--- src/rtl/core/adts_frame_deframer_defines.svh ---
// Assertion macros for the ADTS frame deframer.
// Included by the top level; expects signals named clk and rst_n in scope.
`ifndef ADTS_FRAME_DEFRAMER_DEFINES_SVH
`define ADTS_FRAME_DEFRAMER_DEFINES_SVH

// Same-cycle implication, disabled during reset.
`define ADF_ASSERT_IMPL(label, ante, cons, msg) \
  label: assert property (@(posedge clk) disable iff (!rst_n) (ante) |-> (cons)) \
    else $error(msg);

// Next-cycle implication, disabled during reset.
`define ADF_ASSERT_NEXT(label, ante, cons, msg) \
  label: assert property (@(posedge clk) disable iff (!rst_n) (ante) |=> (cons)) \
    else $error(msg);

`endif

--- src/rtl/core/adf_pkg.sv ---
// Shared types and constants of the ADTS frame deframer.
// No dependencies.
package adf_pkg;

  localparam logic [1:0] ST_NORMAL = 2'd0;
  localparam logic [1:0] ST_TRUNC  = 2'd1;
  localparam logic [1:0] ST_BADLEN = 2'd2;

  localparam logic [7:0]  SYNC_BYTE     = 8'hFF;
  localparam logic [3:0]  SYNC_NIBBLE   = 4'hF;
  localparam logic [12:0] MIN_FRAME_LEN = 13'd7;

  typedef struct packed {
    logic [7:0]  data;
    logic        first;
    logic        last;
    logic [1:0]  profile;
    logic [3:0]  rate_index;
    logic [12:0] frame_length;
    logic [1:0]  status;
  } adf_result_t;

  typedef struct packed {
    logic [1:0]  cnt;
    adf_result_t e0;
    adf_result_t e1;
  } adf_push_t;

endpackage

--- src/rtl/core/adf_front.sv ---
// Front end of the ADTS frame deframer: sync hunt, header parsing and marking.
// Depends on adf_pkg; pushes zero, one or two results per request into the queue.
module adf_front import adf_pkg::*; (
  input  logic       clk,
  input  logic       rst_n,
  input  logic       in_valid,
  output logic       in_ready,
  input  logic [7:0] in_data_byte,
  input  logic       in_end_of_data,
  input  logic       space_ok,
  output adf_push_t  push
);

  localparam logic [1:0] PH_HUNT  = 2'd0;
  localparam logic [1:0] PH_FRAME = 2'd1;

  logic [1:0]  phase_r, phase_nxt;
  logic        held_r, held_nxt;
  logic [12:0] idx_r, idx_nxt;
  logic [12:0] len_r, len_nxt;
  logic [1:0]  prof_r, prof_nxt;
  logic [3:0]  rate_r, rate_nxt;

  logic        accept;
  logic [1:0]  prof_now;
  logic [3:0]  rate_now;
  logic [12:0] len_now;
  logic        last;
  logic [1:0]  st;
  logic        hdr_ok;

  assign in_ready = space_ok;
  assign accept   = in_valid && space_ok;

  always_comb begin
    phase_nxt = phase_r;
    held_nxt  = held_r;
    idx_nxt   = idx_r;
    len_nxt   = len_r;
    prof_nxt  = prof_r;
    rate_nxt  = rate_r;
    push      = '0;
    prof_now  = prof_r;
    rate_now  = rate_r;
    len_now   = len_r;
    last      = 1'b0;
    st        = ST_NORMAL;
    hdr_ok    = idx_r >= 13'd2;

    if (idx_r == 13'd2) begin
      prof_now = in_data_byte[7:6];
      rate_now = in_data_byte[5:2];
    end
    case (idx_r)
      13'd3: len_now = {in_data_byte[1:0], 11'd0};
      13'd4: len_now = len_r | {2'd0, in_data_byte, 3'd0};
      13'd5: len_now = len_r | {10'd0, in_data_byte[7:5]};
      default: len_now = len_r;
    endcase
    if (idx_r == 13'd5 && len_now < MIN_FRAME_LEN) begin
      last = 1'b1;
      st   = ST_BADLEN;
    end else if (idx_r >= 13'd6 && ({1'b0, idx_r} + 14'd1) >= {1'b0, len_now}) begin
      last = 1'b1;
    end
    if (in_end_of_data && !last) begin
      last = 1'b1;
      st   = ST_TRUNC;
    end

    if (accept) begin
      case (phase_r)
        PH_HUNT: begin
          if (held_r && in_data_byte[7:4] == SYNC_NIBBLE) begin
            held_nxt = 1'b0;
            prof_nxt = '0;
            rate_nxt = '0;
            len_nxt  = '0;
            push.cnt = 2'd2;
            push.e0.data  = SYNC_BYTE;
            push.e0.first = 1'b1;
            push.e1.data  = in_data_byte;
            push.e1.last  = in_end_of_data;
            push.e1.status = in_end_of_data ? ST_TRUNC : ST_NORMAL;
            if (in_end_of_data) begin
              idx_nxt = '0;
            end else begin
              phase_nxt = PH_FRAME;
              idx_nxt   = 13'd2;
            end
          end else begin
            held_nxt = !in_end_of_data && in_data_byte == SYNC_BYTE;
          end
        end
        default: begin
          prof_nxt = prof_now;
          rate_nxt = rate_now;
          len_nxt  = len_now;
          push.cnt = 2'd1;
          push.e0.data         = in_data_byte;
          push.e0.last         = last;
          push.e0.profile      = hdr_ok ? prof_now : 2'd0;
          push.e0.rate_index   = hdr_ok ? rate_now : 4'd0;
          push.e0.frame_length = (idx_r >= 13'd5) ? len_now : 13'd0;
          push.e0.status       = st;
          if (last) begin
            phase_nxt = PH_HUNT;
            held_nxt  = 1'b0;
            idx_nxt   = '0;
          end else begin
            idx_nxt = idx_r + 13'd1;
          end
        end
      endcase
    end
  end

  always_ff @(posedge clk) begin
    if (!rst_n) begin
      phase_r <= PH_HUNT;
      held_r  <= 1'b0;
      idx_r   <= '0;
      len_r   <= '0;
      prof_r  <= '0;
      rate_r  <= '0;
    end else begin
      phase_r <= phase_nxt;
      held_r  <= held_nxt;
      idx_r   <= idx_nxt;
      len_r   <= len_nxt;
      prof_r  <= prof_nxt;
      rate_r  <= rate_nxt;
    end
  end

endmodule

--- src/rtl/core/adf_queue.sv ---
// Result queue of the ADTS frame deframer: up to two writes and one read per cycle.
// Depends on adf_pkg; decouples the front end from the output channel.
module adf_queue import adf_pkg::*; #(
  parameter int DEPTH = 4
) (
  input  logic                       clk,
  input  logic                       rst_n,
  input  adf_push_t                  push,
  input  logic                       pop,
  output adf_result_t                head,
  output logic [$clog2(DEPTH+1)-1:0] count
);

  localparam int PW = (DEPTH > 1) ? $clog2(DEPTH) : 1;
  localparam int CW = $clog2(DEPTH + 1);

  adf_result_t   mem_r [DEPTH];
  logic [PW-1:0] wr_ptr_r, wr_ptr_nxt, wr_ptr_p1;
  logic [PW-1:0] rd_ptr_r, rd_ptr_nxt;
  logic [CW-1:0] count_r, count_nxt;

  function automatic logic [PW-1:0] ptr_inc(input logic [PW-1:0] p);
    ptr_inc = (p == PW'(DEPTH - 1)) ? '0 : p + PW'(1);
  endfunction

  assign wr_ptr_p1 = ptr_inc(wr_ptr_r);
  assign head      = mem_r[rd_ptr_r];
  assign count     = count_r;

  always_comb begin
    case (push.cnt)
      2'd1:    wr_ptr_nxt = wr_ptr_p1;
      2'd2:    wr_ptr_nxt = ptr_inc(wr_ptr_p1);
      default: wr_ptr_nxt = wr_ptr_r;
    endcase
    rd_ptr_nxt = pop ? ptr_inc(rd_ptr_r) : rd_ptr_r;
    count_nxt  = count_r + CW'(push.cnt) - CW'(pop);
  end

  always_ff @(posedge clk) begin
    if (push.cnt != 2'd0) begin
      mem_r[wr_ptr_r] <= push.e0;
    end
    if (push.cnt == 2'd2) begin
      mem_r[wr_ptr_p1] <= push.e1;
    end
  end

  always_ff @(posedge clk) begin
    if (!rst_n) begin
      wr_ptr_r <= '0;
      rd_ptr_r <= '0;
      count_r  <= '0;
    end else begin
      wr_ptr_r <= wr_ptr_nxt;
      rd_ptr_r <= rd_ptr_nxt;
      count_r  <= count_nxt;
    end
  end

endmodule

--- src/rtl/core/adts_frame_deframer.sv ---
// Top level of the ADTS frame deframer: front end, result queue and output channel.
// Depends on adf_pkg, adf_front, adf_queue and adts_frame_deframer_defines.svh.
//
// The block takes up to one stream byte per clock and passes through every
// ADTS frame it finds, header included, marking the first and last byte and
// attaching the profile, sampling-rate index, frame length and an end status.
// A result is queued and offered from its head. The confirming sync byte yields
// two results (the held 0xFF and itself), which the queue drains one per cycle
// while out_ready is high; input requests are taken whenever the queue of
// QUEUE_DEPTH entries has at least two free places, so with a ready output and
// a QUEUE_DEPTH of at least four the input runs at one byte per clock without
// pause. The output port sets the sustained rate at one result per clock.
`include "adts_frame_deframer_defines.svh"

module adts_frame_deframer import adf_pkg::*; #(
  parameter int QUEUE_DEPTH = 4
) (
  input  logic        clk,
  input  logic        rst_n,
  input  logic        in_valid,
  output logic        in_ready,
  input  logic [7:0]  in_data_byte,
  input  logic        in_end_of_data,
  output logic        out_valid,
  input  logic        out_ready,
  output logic [7:0]  out_byte,
  output logic        out_frame_first,
  output logic        out_frame_last,
  output logic [1:0]  out_profile,
  output logic [3:0]  out_rate_index,
  output logic [12:0] out_frame_length,
  output logic [1:0]  out_status
);

  localparam int CW = $clog2(QUEUE_DEPTH + 1);

  adf_push_t     push;
  adf_result_t   head;
  logic [CW-1:0] q_count;
  logic          space_ok;
  logic          pop;

  assign space_ok  = q_count <= CW'(QUEUE_DEPTH - 2);
  assign out_valid = q_count != '0;
  assign pop       = out_valid && out_ready;

  adf_front u_front (
    .clk            (clk),
    .rst_n          (rst_n),
    .in_valid       (in_valid),
    .in_ready       (in_ready),
    .in_data_byte   (in_data_byte),
    .in_end_of_data (in_end_of_data),
    .space_ok       (space_ok),
    .push           (push)
  );

  adf_queue #(
    .DEPTH (QUEUE_DEPTH)
  ) u_queue (
    .clk   (clk),
    .rst_n (rst_n),
    .push  (push),
    .pop   (pop),
    .head  (head),
    .count (q_count)
  );

  assign out_byte         = head.data;
  assign out_frame_first  = head.first;
  assign out_frame_last   = head.last;
  assign out_profile      = head.profile;
  assign out_rate_index   = head.rate_index;
  assign out_frame_length = head.frame_length;
  assign out_status       = head.status;

  `ADF_ASSERT_IMPL(a_first_is_sync, out_valid && out_frame_first, out_byte == SYNC_BYTE, "frame start is not a sync byte")
  `ADF_ASSERT_IMPL(a_status_on_last, out_valid && (out_status != ST_NORMAL), out_frame_last, "end status on a byte that does not end a frame")
  `ADF_ASSERT_IMPL(a_queue_bound, 1'b1, q_count <= CW'(QUEUE_DEPTH), "result queue overflow")
  `ADF_ASSERT_NEXT(a_pair_visible, in_valid && in_ready && (push.cnt == 2'd2), q_count >= CW'(2), "sync pair not queued")

endmodule

--- config.mk ---
export PLATFORM = sky130hd
export DESIGN_NAME = adts_frame_deframer
export DESIGN_NICKNAME = d
export VERILOG_FILES = /design/src/rtl/core/adf_pkg.sv /design/src/rtl/core/adf_front.sv /design/src/rtl/core/adf_queue.sv /design/src/rtl/core/adts_frame_deframer.sv
export VERILOG_INCLUDE_DIRS = /design/src /design/src/rtl/core
export SDC_FILE = /design/constraint.sdc
export NUM_CORES = 1
export LEC_CHECK = 0
export BUFFER_PORTS_ARGS = -buffer_cell sky130_fd_sc_hd__buf_2
export CORE_UTILIZATION = 61
export DETAILED_ROUTE_END_ITERATION = 10
export GPL_TIMING_DRIVEN = 0
export PLACE_DENSITY = 0.77
export SKIP_CTS_REPAIR_TIMING = 1
export SLEW_MARGIN = 40
export SYNTH_ARGS = -nofsm -noshare
export SYNTH_HDL_FRONTEND = slang
export SYNTH_SLANG_ARGS = --single-unit
--- constraint.sdc ---
create_clock -name clk -period 4.2 [get_ports clk]
set_clock_uncertainty 0.15 [all_clocks]
set_input_delay 0.21 -clock clk [delete_from_list [all_inputs] [get_ports clk]]
set_output_delay 0.21 -clock clk [all_outputs]
set_load 0.005 [all_outputs]
Yosys cells after proc, flatten, opt, wreduce, memory -nomap -nowiden
Memory sizes are Yosys's and may differ from the RTL's. A register that Yosys moved wholly into a read port is not among the register bits.
Cells that the tools add are included.
{ "totals": {"ff_bits": 42, "latchBits": 0, "ramBits": 124, "romBits": 0, "in_bits": 13, "output_inout_bits": 33, "wordCells": 107, "n_memories": 1} }
{ "classes": {"add_sub_neg": 7, "multipliers": 0, "n_div": 0, "magnitude_cmp": 6, "n_eq_ne": 13, "shifts": 0, "n_mux": 52, "n_bitwise": 2, "n_reduce_logical": 17} }
{ "mem_list": {"columns": ["name", "depth", "word_bits", "read_ports", "rd_clocked_by_memory_dff", "wr", "line_no", "source"], "rows": [
  ["u_queue.mem_r", 4, 31, 1, 1, 2, "adf_queue.sv:17", "adf_result_t mem_r [DEPTH];"]
]} }
{ "ops": {"columns": ["operator", "count"], "rows": [
  ["2-to-1 mux 13 bit", 6],
  ["2-to-1 mux 41 bit", 1],
  ["one-hot mux 13 bit (3 select lines)", 1],
  ["2-to-1 mux 2 bit", 19],
  ["equality test 13 x 2 -> 1 bit, second input constant", 2],
  ["equality test 13 x 3 -> 1 bit, second input constant", 2],
  ["greater-or-equal comparator 13 x 3 -> 1 bit, second input constant", 2],
  ["2-to-1 mux 22 bit", 1],
  ["2-to-1 mux 4 bit", 4],
  ["2-to-1 mux 8 bit", 2],
  ["2-to-1 mux 1 bit", 15],
  ["adder 13 x 1 -> 14 bit, second input constant", 1],
  ["greater-or-equal comparator 14 x 13 -> 1 bit", 1],
  ["adder 13 x 1 -> 13 bit, second input constant", 1],
  ["greater-or-equal comparator 13 x 2 -> 1 bit, second input constant", 1],
  ["< comparator 13 x 3 -> 1 bit, second input constant", 1],
  ["bitwise OR 13 x 11 -> 13 bit", 1],
  ["bitwise OR 13 x 3 -> 13 bit", 1],
  ["2-to-1 mux 11 bit", 1],
  ["2-to-1 mux 10 bit", 1],
  ["equality test 2 bit, second input constant", 4],
  ["equality test 8 bit, second input constant", 1],
  ["logical AND 1 bit", 7],
  ["adder 2 x 1 -> 2 bit, second input constant", 3],
  ["14 further kinds", 18]
]} }

Longest topological paths before layout
{ "logic_depth": {"word_depth": 14, "ltp_mapped": 18, "mapped_depth_nobuf": 15} }

Hierarchy
A second synthesis with hierarchy kept.
{ "unflattened": {"hier_cells": 765, "hier_area_um2": 9502.9} }
{ "modules_own_cells": {"columns": ["mod", "n_inst", "cells_each", "area_each_um2"], "rows": [
  ["adf_queue", 1, 359, 6537.5],
  ["adf_front", 1, 403, 2944.1],
  ["adts_frame_deframer", 1, 3, 21.3]
]} }

Worst setup path after synthesis
No wires, ideal clock.
{ "synth_timing": {"path_type": "register to register", "startpoint": "register u_front.idx_r[8]", "endpoint": "memory u_queue.mem_r[1][0] in the netlist's numbering (data pin)", "setup_time_ps": 256, "arrival_time_ps": 3350, "t_required_ps": 3794, "setup_slack_ps": 444, "path_stages_with_launch": 17, "n_path_buf": 3, "path_cell_list": "dfxtp_1 buf_6 or4_4 nor3_1 clkbuf_1 a31oi_1 nor2_1 inv_1 ha_1 o21a_1 o21ai_0 o31ai_1 o21ai_0 a21o_1 buf_2 a31oi_1 nor2b_1"} }
{ "synth_lines": {"columns": ["element", "line_no", "source"], "rows": [
  ["from (decl)", "adf_front.sv:19", "logic [12:0] idx_r, idx_nxt;"],
  ["from (signal assigned)", "adf_front.sv:129", "idx_r <= idx_nxt;"],
  ["to (decl)", "adf_queue.sv:17", null]
]} }

==> reports/metrics.csv <==
stage;metric;value;unit
sta;whs;-0.00454;ns
layout;area_growth;13.3;%
sta;setup_ws;0.181;ns
placement;port_buffers;42;
cts;cts_root_buffer;clkbuf_16;
power;p_total;3.57;mW
sta;tightest_slew;0.813;ns
outcome;failed_checks;hold timing;
setup_path;worst-path-max-fanout;9;
die;ios;46;
global_routing;grt_max_degree;17;
die;die_area;14600;um2
logic_synthesis;ys_seq_area_frac;0.436;
outcome;status;finished, violations left;
routing;drc;0;
die;die_h;121;um
setup_path;required;4.29;ns
logic_synthesis;yosysTopAreaCell;dfxtp_1;
min_path;hp-class;primary input to flip-flop;
sta;drv_slew;0;
layout;antennaDiodeCount;0;
routing;ant_nets;0;
logic_synthesis;synth_ff_type;dfxtp_1;
cts;cts_max_level;4;
routing;wl_per_cell;20.6;um
setup_path;arrival;4.10;ns
cts;clock-sinks;167;
setup_path;end_kind;flip-flop;
layout;drive_gt1_frac;0.170;
logic_synthesis;syn_area;8590;um2
global_routing;overflow;0;
placement;dpl.hpwl;17300;um
cts;cts_buffers;17;
logic_synthesis;synthArstFlopShare;0;
die;row_count;42;
logic_synthesis;synth-edff-count;40;
power;p_leak;3.49;nW
sta;max_freq;249;MHz
sta;finalHoldViolations;1;
logic_synthesis;netlist_instances;933;
setup_path;crit_chain;buf_2 > or4_4 > or4_1 > buf_2 > a22oi_1 > inv_1 > ha_1 > o21ai_2 > o2bb2ai_2 > a211oi_2 > o21ai_1 > a21o_2 > and2_4 > o31ai_1;
cts;cts_tree;done;
global_routing;track_usage;0.349;
layout;layout_common_cells;127 x dfxtp_1, 112 x o21ai_0, 107 x nand3_1, 81 x nand2_1, 63 x a21oi_1;
die;core;13500;um2
die;initial_core_util;0.636;
logic_synthesis;avgSynthCellArea;9.21;um2
setup_path;critPathKind;flip-flop to flip-flop;
setup_path;crit_path_start_kind;flip-flop;
layout;mostFrequentLayoutCell;dfxtp_1;
logic_synthesis;yosysTopAreaCellShare;0.296;
routing;dr.pass1.iters;6;
logic_synthesis;synth_warnings;0;
layout;n_fill_cell;1002;
sta;setup_tns;0;ns
sta;finalSetupViolCount;0;
logic_synthesis;synthDistinctLibCells;53;
job;drv_cap;0;
logic_synthesis;syn_nets;975;
sta;period_minus_slack;4.02;ns
layout;fin_cells;1186;
sta;relSlewSlack;0.458;
global_routing;antenna_found_initial;0;
routing;via_per_inst;6.64;
placement;placed_cell_area;9030;um2
cts;clk_pin_slew;0.06;ns
die;die_w;121;um
routing;wirelength;24400;um
placement;post-place-ws;-0.541;ns
placement;place_inst;1151;
logic_synthesis;ys_top_cells_by_area;dfxtp_1 30%, edfxtp_1 14%, mux4_2 8.1%;
routing;vias;7880;
global_routing;grt_pass1_vias;7361;
layout;postLayoutCoreUtil;0.721;
layout;nets;1039;
cts;clk_latency;0.44;ns
setup_path;critPathMaxStageDelay;0.58;ns
placement;gp_congestion;0.956;
power;power.density;367;nW/um2
setup_path;path_common_cell;buf_2;
power;irDropWorstVdd;289;uV
logic_synthesis;ys_ff_latch;167;
setup_path;slowest_stage;or4_4;
global_routing;grt_first_pass_wirelength;38800;um
layout;stdcell_area;9740;um2
routing;drt_iter0_markers;1046;
sta;period_share;0.957;
cts;clock_path_buffers;2;
==> worst paths after layout <==
kind / from / endpoint / slack [ns] / depth (start not counted)
worst max-delay path: u_front.idx_r[9]$_SDFFE_PN0P_ / u_queue.mem_r[3][21]$_DFFE_PP_ / 0.18 / 14
worst min register to register: u_queue.mem_r[2][18]$_SDFFE_PP0P_ / u_queue.mem_r[2][18]$_SDFFE_PP0P_ / 0.32 / 2
worst min-delay path: in_valid / u_front.held_r$_SDFFE_PN0P_ / -0.005 / 4
worst max register to register: u_front.idx_r[9]$_SDFFE_PN0P_ / u_queue.mem_r[3][21]$_DFFE_PP_ / 0.18 / 14
==> layout make-up <==
cell class / count / area, um2 / share of cell area
buffer: 77 / 347 / 0.0356
clock buffer: 20 / 467 / 0.0479
clock inverter: 12 / 93.8 / 0.00964
inverter: 19 / 71.3 / 0.00733
multi-input combinational: 670 / 4560 / 0.468
sequential: 167 / 3740 / 0.385
tap: 176 / 220 / 0.0226
timing repair buffer: 45 / 233 / 0.0239
==> layer usage <==
layer | track usage | wire length [um] | up-vias | part of all wire
li1 | - | - | 3564 | -
met1 | 0.454 | 9570 | 3728 | 0.39
met4 | 0.157 | 747 | 0 | 0.031
met3 | 0.0726 | 2420 | 65 | 0.099
met2 | 0.562 | 11700 | 523 | 0.48
met5 | 0 | 0 | - | 0
==> cell usage after synthesis (14+ instances only) <==
| cell type | instances |
|---|---|
| inv_1 | 19 |
| ha_1 | 28 |
| nand3_1 | 107 |
| clkbuf_1 | 62 |
| nand2_1 | 86 |
| and2_1 | 14 |
| nor2_1 | 29 |
| o21ai_0 | 115 |
| mux4_2 | 31 |
| o22ai_1 | 20 |
| nor2b_1 | 17 |
| a21oi_1 | 63 |
| dfxtp_1 | 127 |
| edfxtp_1 | 40 |
==> power breakdown <==
part           switching [mW]  internal [mW]  total [mW]
Clock                   0.673          0.809        1.48
Combinational           0.205          0.205       0.410
Sequential             0.0220           1.66        1.68
==> flip-flops by register name, indices dropped and copies added, names as in the netlist, named ones only <==
register and cells:
u_queue.rd_ptr_r 2, u_front.phase_r 1, u_queue.count 3, u_front.idx_r 13, u_front.len_r 13, u_front.prof_r 2, u_queue.wr_ptr_r 2, u_front.rate_r 4
u_front.held_r 1, u_queue.mem_r 124
==> worst max-delay path: cells and delay by family, from the launching register on <==
kind	cells	cell delay [ns]
fa+ha+maj	1	0.31
flops	1	0.30
compound gates	7	1.34
buf+inv	3	0.46
simple gates	3	1.27
==> cells by family after synthesis <==
group	synth area share
simple gates	0.194
compound gates	0.172
flops	0.436
buf+inv	0.0446
mux	0.0961
fa+ha+maj	0.0431
xor+xnor	0.0143
(Power assumes the default switching activity.)
